**config.mk**
```make
export PLATFORM = sky130hd
export DESIGN_NAME = scfl_front_flat
export DESIGN_NICKNAME = d
export VERILOG_FILES = /design/src/sv/scfl_pkg.sv /design/src/sv/scfl_if.sv /design/src/sv/scfl_front.sv /design/src/flat_wrapper.sv
export SDC_FILE = /design/constraint.sdc
export NUM_CORES = 1
export LEC_CHECK = 0
export ABC_AREA = 1
export BUFFER_PORTS_ARGS = -buffer_cell sky130_fd_sc_hd__buf_2
export CAP_MARGIN = 25
export CORE_UTILIZATION = 40
export CTS_CLUSTER_SIZE = 40
export DETAILED_ROUTE_END_ITERATION = 10
export PLACE_DENSITY = 0.64
export SLEW_MARGIN = 20
export SYNTH_ARGS = -nofsm -noshare
export SYNTH_HDL_FRONTEND = slang
export SYNTH_SLANG_ARGS = --single-unit
```
**constraint.sdc**
```tcl
create_clock -name clk -period 2.42 [get_ports clk]
set_input_delay 0.363 -clock clk [delete_from_list [all_inputs] [get_ports clk]]
set_output_delay 0.363 -clock clk [all_outputs]
set_load 0.01 [all_outputs]
```
**src/sv/scfl_pkg.sv**
```systemverilog
// Package for the size-class free-list allocator: constants, payload types,
// command types and the back-end state enum. No dependencies.
`timescale 1ns / 1ps
`default_nettype none
package scfl_pkg;

    localparam int HEAP_BYTES_DEF      = 65536;
    localparam int NUM_CLASSES_DEF     = 254;
    localparam int HEADER_BYTES_DEF    = 16;
    localparam int MAX_CLASS_BYTES_DEF = 8096;
    localparam int ALIGN_BYTES         = 8;
    localparam int SLOT_BYTES          = 16;

    localparam logic       FUNC_ALLOC = 1'b0;
    localparam logic       FUNC_FREE  = 1'b1;
    localparam logic [1:0] STATUS_OK        = 2'd0;
    localparam logic [1:0] STATUS_OVERSIZE  = 2'd1;
    localparam logic [1:0] STATUS_EXHAUSTED = 2'd2;

    typedef struct packed {
        logic        func;
        logic [15:0] request_bytes;
        logic [15:0] block_offset;
    } req_t;

    typedef struct packed {
        logic [15:0] data_offset;
        logic [1:0]  status;
    } rsp_t;

    // Classified command between front and back end.
    // kind: 0 alloc, 1 free, 2 immediate result (oversize or ignored free).
    typedef enum logic [1:0] {
        CMD_ALLOC = 2'd0,
        CMD_FREE  = 2'd1,
        CMD_DONE  = 2'd2
    } cmd_kind_t;

    typedef struct packed {
        cmd_kind_t   kind;
        logic [7:0]  cls;
        logic [16:0] slot;
        logic [12:0] size32;
        logic [1:0]  status;
    } cmd_t;

    typedef enum logic [2:0] {
        ST_IDLE,
        ST_READ,
        ST_LINK,
        ST_FREE_RD,
        ST_FREE_WR
    } back_state_t;

endpackage
`default_nettype wire

```
**src/sv/scfl_if.sv**
```systemverilog
// Valid/ready channel interfaces for the allocator request and result.
// Depends on scfl_pkg.
`timescale 1ns / 1ps
`default_nettype none
interface scfl_req_if;
    logic               valid;
    logic               ready;
    scfl_pkg::req_t     payload;
    modport source (output valid, output payload, input ready);
    modport sink (input valid, input payload, output ready);
endinterface

`default_nettype wire

```
**src/sv/scfl_front.sv**
```systemverilog
// Front end: accepts requests, computes the size class or slot, and
// registers the classified command. Depends on scfl_pkg.
`timescale 1ns / 1ps
`default_nettype none
module scfl_front #(
    parameter int HEAP_BYTES      = scfl_pkg::HEAP_BYTES_DEF,
    parameter int NUM_CLASSES     = scfl_pkg::NUM_CLASSES_DEF,
    parameter int HEADER_BYTES    = scfl_pkg::HEADER_BYTES_DEF,
    parameter int MAX_CLASS_BYTES = scfl_pkg::MAX_CLASS_BYTES_DEF
) (
    input  wire logic          clk,
    input  wire logic          rst_n,
    scfl_req_if.sink           req,
    output scfl_pkg::cmd_t     cmd,
    output logic               cmd_valid,
    input  wire logic          cmd_ready
);
    import scfl_pkg::*;

    localparam int PAD = (HEADER_BYTES <= ALIGN_BYTES) ? ALIGN_BYTES :
        ((HEADER_BYTES + ALIGN_BYTES - 1) / ALIGN_BYTES) * ALIGN_BYTES;
    localparam int SLOTS = HEAP_BYTES / SLOT_BYTES;

    cmd_t        cmd_reg;
    logic        valid_reg;
    cmd_t        cmd_next;
    logic [16:0] total;
    logic [16:0] sub;
    logic [11:0] cls_w;

    always_comb
    begin
        cmd_next = '0;
        total = {1'b0, req.payload.request_bytes} + 17'(PAD);
        cls_w = (total <= 17'd16) ? 12'd0 : 12'((total + 17'd31) >> 5);
        sub = {1'b0, req.payload.block_offset} - 17'(PAD);
        if (req.payload.func == FUNC_ALLOC)
        begin
            cmd_next.cls = cls_w[7:0];
            cmd_next.size32 = (cls_w == 12'd0) ? 13'd16 : {cls_w[7:0], 5'd0};
            if (total > 17'(MAX_CLASS_BYTES) || cls_w >= 12'(NUM_CLASSES))
            begin
                cmd_next.kind = CMD_DONE;
                cmd_next.status = STATUS_OVERSIZE;
            end
            else
            begin
                cmd_next.kind = CMD_ALLOC;
            end
        end
        else
        begin
            cmd_next.slot = 17'(sub[16:4]);
            if (req.payload.block_offset < 16'(PAD) || 32'(sub[16:4]) >= SLOTS)
                cmd_next.kind = CMD_DONE;
            else
                cmd_next.kind = CMD_FREE;
        end
    end

    assign req.ready = !valid_reg || cmd_ready;

    always_ff @(posedge clk or negedge rst_n)
    begin
        if (!rst_n)
            valid_reg <= 1'b0;
        else if (req.ready)
            valid_reg <= req.valid;
    end

    always_ff @(posedge clk)
    begin
        if (req.ready && req.valid)
            cmd_reg <= cmd_next;
    end

    assign cmd = cmd_reg;
    assign cmd_valid = valid_reg;
endmodule
`default_nettype wire

```
**src/flat_wrapper.sv**
```systemverilog
// flat-port wrapper written by rule: the top's interface ports become plain ports
module scfl_front_flat import scfl_pkg::*;
#(
    parameter int HEAP_BYTES      = scfl_pkg::HEAP_BYTES_DEF,
    parameter int NUM_CLASSES     = scfl_pkg::NUM_CLASSES_DEF,
    parameter int HEADER_BYTES    = scfl_pkg::HEADER_BYTES_DEF,
    parameter int MAX_CLASS_BYTES = scfl_pkg::MAX_CLASS_BYTES_DEF
)
  (clk, rst_n, cmd, cmd_valid, cmd_ready, req_valid, req_payload, req_ready);
  scfl_req_if req_i ();
  input  wire logic clk;
  input  wire logic rst_n;
  output scfl_pkg::cmd_t cmd;
  output logic cmd_valid;
  input  wire logic cmd_ready;
  input wire logic [$bits(req_i.valid)-1:0] req_valid;
  input wire logic [$bits(req_i.payload)-1:0] req_payload;
  output wire logic [$bits(req_i.ready)-1:0] req_ready;
  assign req_i.valid = req_valid;
  assign req_i.payload = req_payload;
  assign req_ready = req_i.ready;
  scfl_front #(.HEAP_BYTES(HEAP_BYTES), .NUM_CLASSES(NUM_CLASSES), .HEADER_BYTES(HEADER_BYTES), .MAX_CLASS_BYTES(MAX_CLASS_BYTES)) u_core (.clk(clk), .rst_n(rst_n), .req(req_i), .cmd(cmd), .cmd_valid(cmd_valid), .cmd_ready(cmd_ready));
endmodule
```
==> flow_summary.json, run 1 <==
{
  "dr.first_iter.drc_count": 83,
  "mostFrequentLayoutCells": "79 x nand2_1, 67 x buf_2, 47 x nor2_1",
  "cts_tree": "yes",
  "area_growth_pct": 18.5,
  "start_kind": "input pin",
  "ys_seq_area_frac": 0.388,
  "cts_num_sinks": 34,
  "drv_slew": 0,
  "cts_inserted_buffers": 5,
  "clock_path_buffers": 2,
  "drv_cap": 0,
  "final_area_sq_um": 3100,
  "final_nets": 453,
  "place_area_sq_um": 3010,
  "finalSetupViolCount": 0,
  "leakage_nw": 1.47,
  "synthCells": 340,
  "min_path_type": "in -> reg",
  "dp.cells": 480,
  "min_to": "u_core.cmd_valid$_DFFE_PN0N_",
  "power-per-cell-area_nw_per_um2": 461,
  "clock.fmax_ghz": 0.492,
  "first_pass_iters": 4,
  "syn-cell-area_sq_um": 2620,
  "fin_crit_ns": 2.03,
  "vdd_drop_max_mv": 0.349,
  "wl_um": 5060,
  "syn_area_per_cell_sq_um": 7.70,
  "place.gp.congestion": 0.807,
  "rrSetupSlack_ns": 1.09,
  "ctsHoldBuffers": 1,
  "ant_nets": 0,
  "hp-start": "req_valid",
  "rsz0062_at_grt": "false",
  "track_usage": 0.155,
  "start_util": 0.412,
  "grt-ovfl-total": 0,
  "vias": 2259,
  "post_cts_buffers": 0,
  "antenna_found_initial": 0,
  "critPathRequiredTime_ns": 2.46,
  "synth_edf_count": 33,
  "drcViolationCount": 0,
  "min_path_cells": 3,
  "clock_latency_ns": 0.28,
  "avgViaCountPerCell": 4.62,
  "clk_pin_slew_ns": 0.07,
  "final_cell_count_no_fill": 489,
  "synth_ff_type": "edfxtp_1",
  "die-area_sq_um": 6870,
  "crit_type": "in -> reg",
  "post-route-period-util": 0.840,
  "pin_count": 81,
  "antenna_cells": 0,
  "netlist-cell-type-count": 33,
  "outcome": "complete, no violations",
  "yosys_warnings": 0,
  "drive_gt1_frac": 0.313,
  "grt_start_max_net_pins": 34,
  "grt_first_pass_wirelength_um": 8920,
  "h-tree-depth": 2,
  "die_x_um": 82.9,
  "ys_ff_latch": 34,
  "rows": 29,
  "largest_reg_flops": 33,
  "worstPathMaxFanout": 7,
  "hpwlAfterDp_um": 4110,
  "async_flop_share": 0.0294,
  "finClkSkew_ns": 0.00852,
  "core_area_sq_um": 6350,
  "cts-resized-gates": 0,
  "finalSetupTns_ns": 0,
  "root_buffer": "clkbuf_8",
  "r2r_end": "u_core.cmd[37]$_SDFFCE_PP0P_",
  "grt_pass1_vias": 2004,
  "arrival_ns": 2.07,
  "place.port_buffers": 67,
  "mostFrequentLayoutCell": "nand2_1",
  "r2r-start": "u_core.cmd_valid$_DFFE_PN0N_",
  "finalHoldViolCount": 0,
  "reg2regPathDepth": 2,
  "post_drt_wl_per_cell_um": 10.3,
  "die_y_um": 82.9,
  "end_kind": "register"
}
cell type report:
cell class / instances / area [sq um]
fillers: 632 / 3250
multi-input cells: 257 / 1390
flip-flops and latches: 34 / 1020
repair buffers: 69 / 353
inverters: 44 / 165
well taps: 77 / 96.3
clock buffers: 5 / 68.8
clock inverters: 3 / 16.3
worst max-delay path by stage:
stage,start,endpoint,depth (start not counted)
finish,req_payload[20],u_core.cmd[41]$_DFFE_PP_,14
global route,req_payload[20],u_core.cmd[6]$_SDFFCE_PP0P_,13
CTS,req_payload[20],u_core.cmd[6]$_SDFFCE_PP0P_,13
detailed placement,req_payload[20],u_core.cmd[6]$_SDFFCE_PP0P_,13
global placement,req_payload[20],u_core.cmd[6]$_SDFFCE_PP0P_,12
floorplan,req_payload[20],u_core.cmd[6]$_SDFFCE_PP0P_,13
worst max-delay path: stages:
cell      delay (ns)
buf_2           0.15
ha_1            0.30
nand3_1         0.12
nand2_1         0.05
nand2_1         0.13
nand2_2         0.13
nor2_1          0.26
nand2_1         0.11
nand2_1         0.12
inv_1           0.05
nand2_1         0.06
o21bai_1        0.07
nand2_1         0.09
nand2_1         0.07
stage by stage:
| step | worst slack, ns | utilization | hold WS [ns] | total power [mW] |
|---|---|---|---|---|
| 2_1_floorplan | 0.556 | - | 0.0674 | 0.939 |
| 3_3_place_gp | 0.145 | 0.474 | 0.138 | 1.03 |
| 3_5_place_dp | 0.110 | 0.474 | 0.138 | 1.04 |
| 4_1_cts | 0.422 | 0.489 | 0.299 | 1.44 |
| 5_1_grt | 0.213 | 0.489 | 0.300 | 1.52 |
| 6_report | 0.388 | 0.489 | 0.304 | 1.43 |
synthesized netlist by cell type (all sizes together), types with 2 or more instances:
master,number,area (sq um)
a21oi,13,65.1
buf,10,78.8
clkbuf,3,11.3
edfxtp,33,991
ha,5,62.6
inv,44,165
nand2,105,484
nand3,28,173
nand4,9,56.3
nor2,62,338
nor3,3,15.0
o21ai,10,50.1
o31ai,2,15.0
xnor2,3,26.3
xor2,2,17.5
layer usage:
| metal | part of all wire | vias to the layer above | routed length [um] | track usage |
|---|---|---|---|---|
| li1 | - | 1220 | - | - |
| met1 | 0.49 | 978 | 2500 | 0.211 |
| met2 | 0.45 | 55 | 2290 | 0.253 |
| met3 | 0.037 | 6 | 189 | 0.0219 |
| met4 | 0.014 | 0 | 72 | 0.0517 |
| met5 | 0 | - | 0 | 0 |
kinds of logic (layout without fill, tap and decap cells):
kind of cell    count (synthesis)  count (layout)  share of synthesized area
flops                          34              34                      0.388
compound gates                 28              28                     0.0578
other cells                     1               9                    0.00143
simple gates                  210             210                      0.415
xor+xnor                        5               5                     0.0167
buf+inv                        57             121                     0.0975
fa+ha+maj                       5               5                     0.0239
power by group:
| part | leakage [nW] | switching, mW | internal [mW] |
|---|---|---|---|
| clock | 0.0416 | 0.207 | 0.197 |
| combinational | 1.10 | 0.216 | 0.111 |
| sequential | 0.335 | 0.00878 | 0.691 |
| total | 1.47 | 0.431 | 0.998 |
(Power assumes the default switching activity.)
==> run 2: changes to the inputs <==
--- a/config.mk
+++ b/config.mk
@@ -5,13 +5,13 @@
 export SDC_FILE = /design/constraint.sdc
 export NUM_CORES = 1
 export LEC_CHECK = 0
-export ABC_AREA = 1
+export ABC_AREA = 0
 export BUFFER_PORTS_ARGS = -buffer_cell sky130_fd_sc_hd__buf_2
 export CAP_MARGIN = 25
 export CORE_UTILIZATION = 40
 export CTS_CLUSTER_SIZE = 40
 export DETAILED_ROUTE_END_ITERATION = 10
-export PLACE_DENSITY = 0.64
+export PLACE_DENSITY = 0.63
 export SLEW_MARGIN = 20
 export SYNTH_ARGS = -nofsm -noshare
 export SYNTH_HDL_FRONTEND = slang
==> constraint.sdc (replaced) <==
create_clock -name clk -period 2.1 [get_ports clk]
set_input_delay 0.315 -clock clk [delete_from_list [all_inputs] [get_ports clk]]
set_output_delay 0.315 -clock clk [all_outputs]
set_load 0.01 [all_outputs]
==> flow_summary.json, run 2 <==
{
  "cts_inserted_buffers": 5,
  "grt_start_max_net_pins": 34,
  "ant_nets": 0,
  "die-area_sq_um": 6280,
  "antenna_found_initial": 0,
  "drcViolationCount": 0,
  "start_util": 0.423,
  "die_y_um": 79.2,
  "yosys_warnings": 0,
  "outcome": "complete, no violations",
  "finalSetupTns_ns": 0,
  "first_pass_iters": 4,
  "critPathRequiredTime_ns": 2.19,
  "mostFrequentLayoutCells": "65 x buf_2, 48 x buf_4, 33 x edfxtp_1",
  "end_kind": "register",
  "place.port_buffers": 67,
  "synthMuxAreaShare": 0.0126,
  "yosysMostFrequentCell": "edfxtp_1",
  "synthAdderAreaFrac": 0.0262,
  "h-tree-depth": 2,
  "vias": 2046,
  "grt_pass1_vias": 1820,
  "utilization": 0.596,
  "die_x_um": 79.2,
  "ys_top_cells_by_area": "edfxtp_1 42%, xor2_1 4.8%, nor2_1 3.9%, xnor2_1 3.7%, buf_4 3.1%",
  "arrival_ns": 2.13,
  "min_path_type": "in -> reg",
  "grt_first_pass_wirelength_um": 8180,
  "ys_seq_area_frac": 0.426,
  "root_buffer": "clkbuf_8",
  "avgViaCountPerCell": 4.92,
  "crit_type": "in -> reg",
  "synth_compound_area_frac": 0.116,
  "drv_slew": 0,
  "clk_pin_slew_ns": 0.06,
  "syn-cell-area_sq_um": 2380,
  "area_growth_pct": 40.9,
  "place.gp.congestion": 0.796,
  "vdd_drop_max_mv": 0.375,
  "synth_top_cell_by_area": "edfxtp_1",
  "dr.first_iter.drc_count": 102,
  "yosys-top-cells-count": "33 x edfxtp_1, 25 x nor2_1, 15 x nand2_1",
  "clock_path_buffers": 2,
  "netlist-cell-type-count": 63,
  "synth_simple_gate_area_frac": 0.240,
  "wl_um": 5180,
  "track_usage": 0.169,
  "clock.fmax_ghz": 0.490,
  "leakage_nw": 1.42,
  "drive_gt1_frac": 0.477,
  "fin_crit_ns": 2.04,
  "synth_xor_area_frac": 0.0960,
  "largest_reg_flops": 33,
  "syn_area_per_cell_sq_um": 10.3,
  "finClkSkew_ns": 0.00748,
  "pin_count": 81,
  "async_flop_share": 0.0294,
  "mostFrequentLayoutCell": "buf_2",
  "synth_top_family_by_area": "simple AND/OR/NAND/NOR gates",
  "start_kind": "input pin",
  "clock_latency_ns": 0.28,
  "cts_tree": "yes",
  "synthCells": 231,
  "synth_ff_type": "edfxtp_1",
  "rsz0062_at_grt": "true",
  "antenna_cells": 0,
  "finalSetupViolCount": 0,
  "rows": 27,
  "core_area_sq_um": 5640,
  "worstPathMaxFanout": 10,
  "ys_ff_latch": 34,
  "final_nets": 385,
  "synth_edf_count": 33,
  "power-per-cell-area_nw_per_um2": 521,
  "grt-ovfl-total": 0,
  "cts_num_sinks": 34,
  "post_drt_wl_per_cell_um": 12.5,
  "drv_cap": 0,
  "synth_top_area_share": 0.416,
  "hpwlAfterDp_um": 3990,
  "post-route-period-util": 0.973,
  "finalHoldViolCount": 0
}
## run 2: critical path: stages
cell	delay, ns
buf_12	0.12
ha_4	0.18
buf_12	0.13
xor2_4	0.23
o2111ai_2	0.18
xnor2_2	0.18
buf_4	0.15
and3_2	0.17
o2111ai_2	0.13
a2111oi_2	0.36
## run 2: power by group
group	total, mW	switching (mW)	internal (mW)
sequential	0.809	0.00991	0.799
clock	0.480	0.213	0.267
combinational	0.462	0.243	0.218
## run 2: final timing paths
check | endpoint | slack [ns] | cells after the start | from
setup reg to reg | u_core.cmd[22]$_SDFFCE_PN0P_ | 0.76 | 3 | u_core.cmd_valid$_DFFE_PN0N_
setup / recovery | u_core.cmd[6]$_SDFFCE_PP0P_ | 0.06 | 10 | req_payload[20]
min in group asynchronous | u_core.cmd_valid$_DFFE_PN0N_ | 0.34 | 2 | rst_n
hold / removal | u_core.cmd_valid$_DFFE_PN0N_ | 0.23 | 2 | req_valid
hold reg to reg | u_core.cmd_valid$_DFFE_PN0N_ | 0.53 | 2 | u_core.cmd_valid$_DFFE_PN0N_
max in group asynchronous | u_core.cmd_valid$_DFFE_PN0N_ | 1.67 | 2 | rst_n
## run 2: repair_timing
action                                  CTS  global route
pin swaps                                 4             8
gates resized for setup                   2            27
buffers inserted                          2             2
hold buffers                              1             0
hold endpoints to repair                  1             0
endpoints found under the setup margin    2             3
## run 2: cell type report
| class | instances | area (sq um) |
|---|---|---|
| Fill cell | 465 | 2280 |
| Clock buffer | 8 | 90.1 |
| Timing Repair Buffer | 118 | 758 |
| Tap cell | 72 | 90.1 |
| Multi-Input combinational cell | 177 | 1380 |
| Sequential cell | 34 | 1020 |
| Inverter | 7 | 26.3 |
## run 2: kinds of logic after synthesis
logic type | after synthesis
xor gates and xnor gates | 24
DFF | 34
other | 1
adders and majority gates | 5
and+or+nand+nor | 102
muxes | 3
buffers and inverters | 28
AOI/OAI and AO/OA | 34
## run 2: routing by layer
layer / part of all wire / GRT usage / vias to the layer above
li1: - / - / 1042
met1: 0.45 / 0.206 / 938
met2: 0.49 / 0.293 / 61
met3: 0.045 / 0.0310 / 5
met4: 0.015 / 0.0655 / 0
met5: 0 / 0 / -
## run 2: metrics by stage
| step | power [mW] | setup slack (ns) | cells | hold WS [ns] | instance area (sq um) |
|---|---|---|---|---|---|
| global route | 1.84 | -0.0564 | 416 | 0.240 | 3360 |
| finish | 1.75 | 0.0576 | 416 | 0.231 | 3360 |
| CTS | 1.73 | 0.0148 | 416 | 0.230 | 3220 |
| floorplan | 1.07 | -0.102 | 239 | 0.0194 | 2470 |
| detailed placement | 1.25 | -0.314 | 405 | 0.0930 | 3090 |
| global placement | 1.24 | -0.278 | 405 | 0.0905 | 3090 |
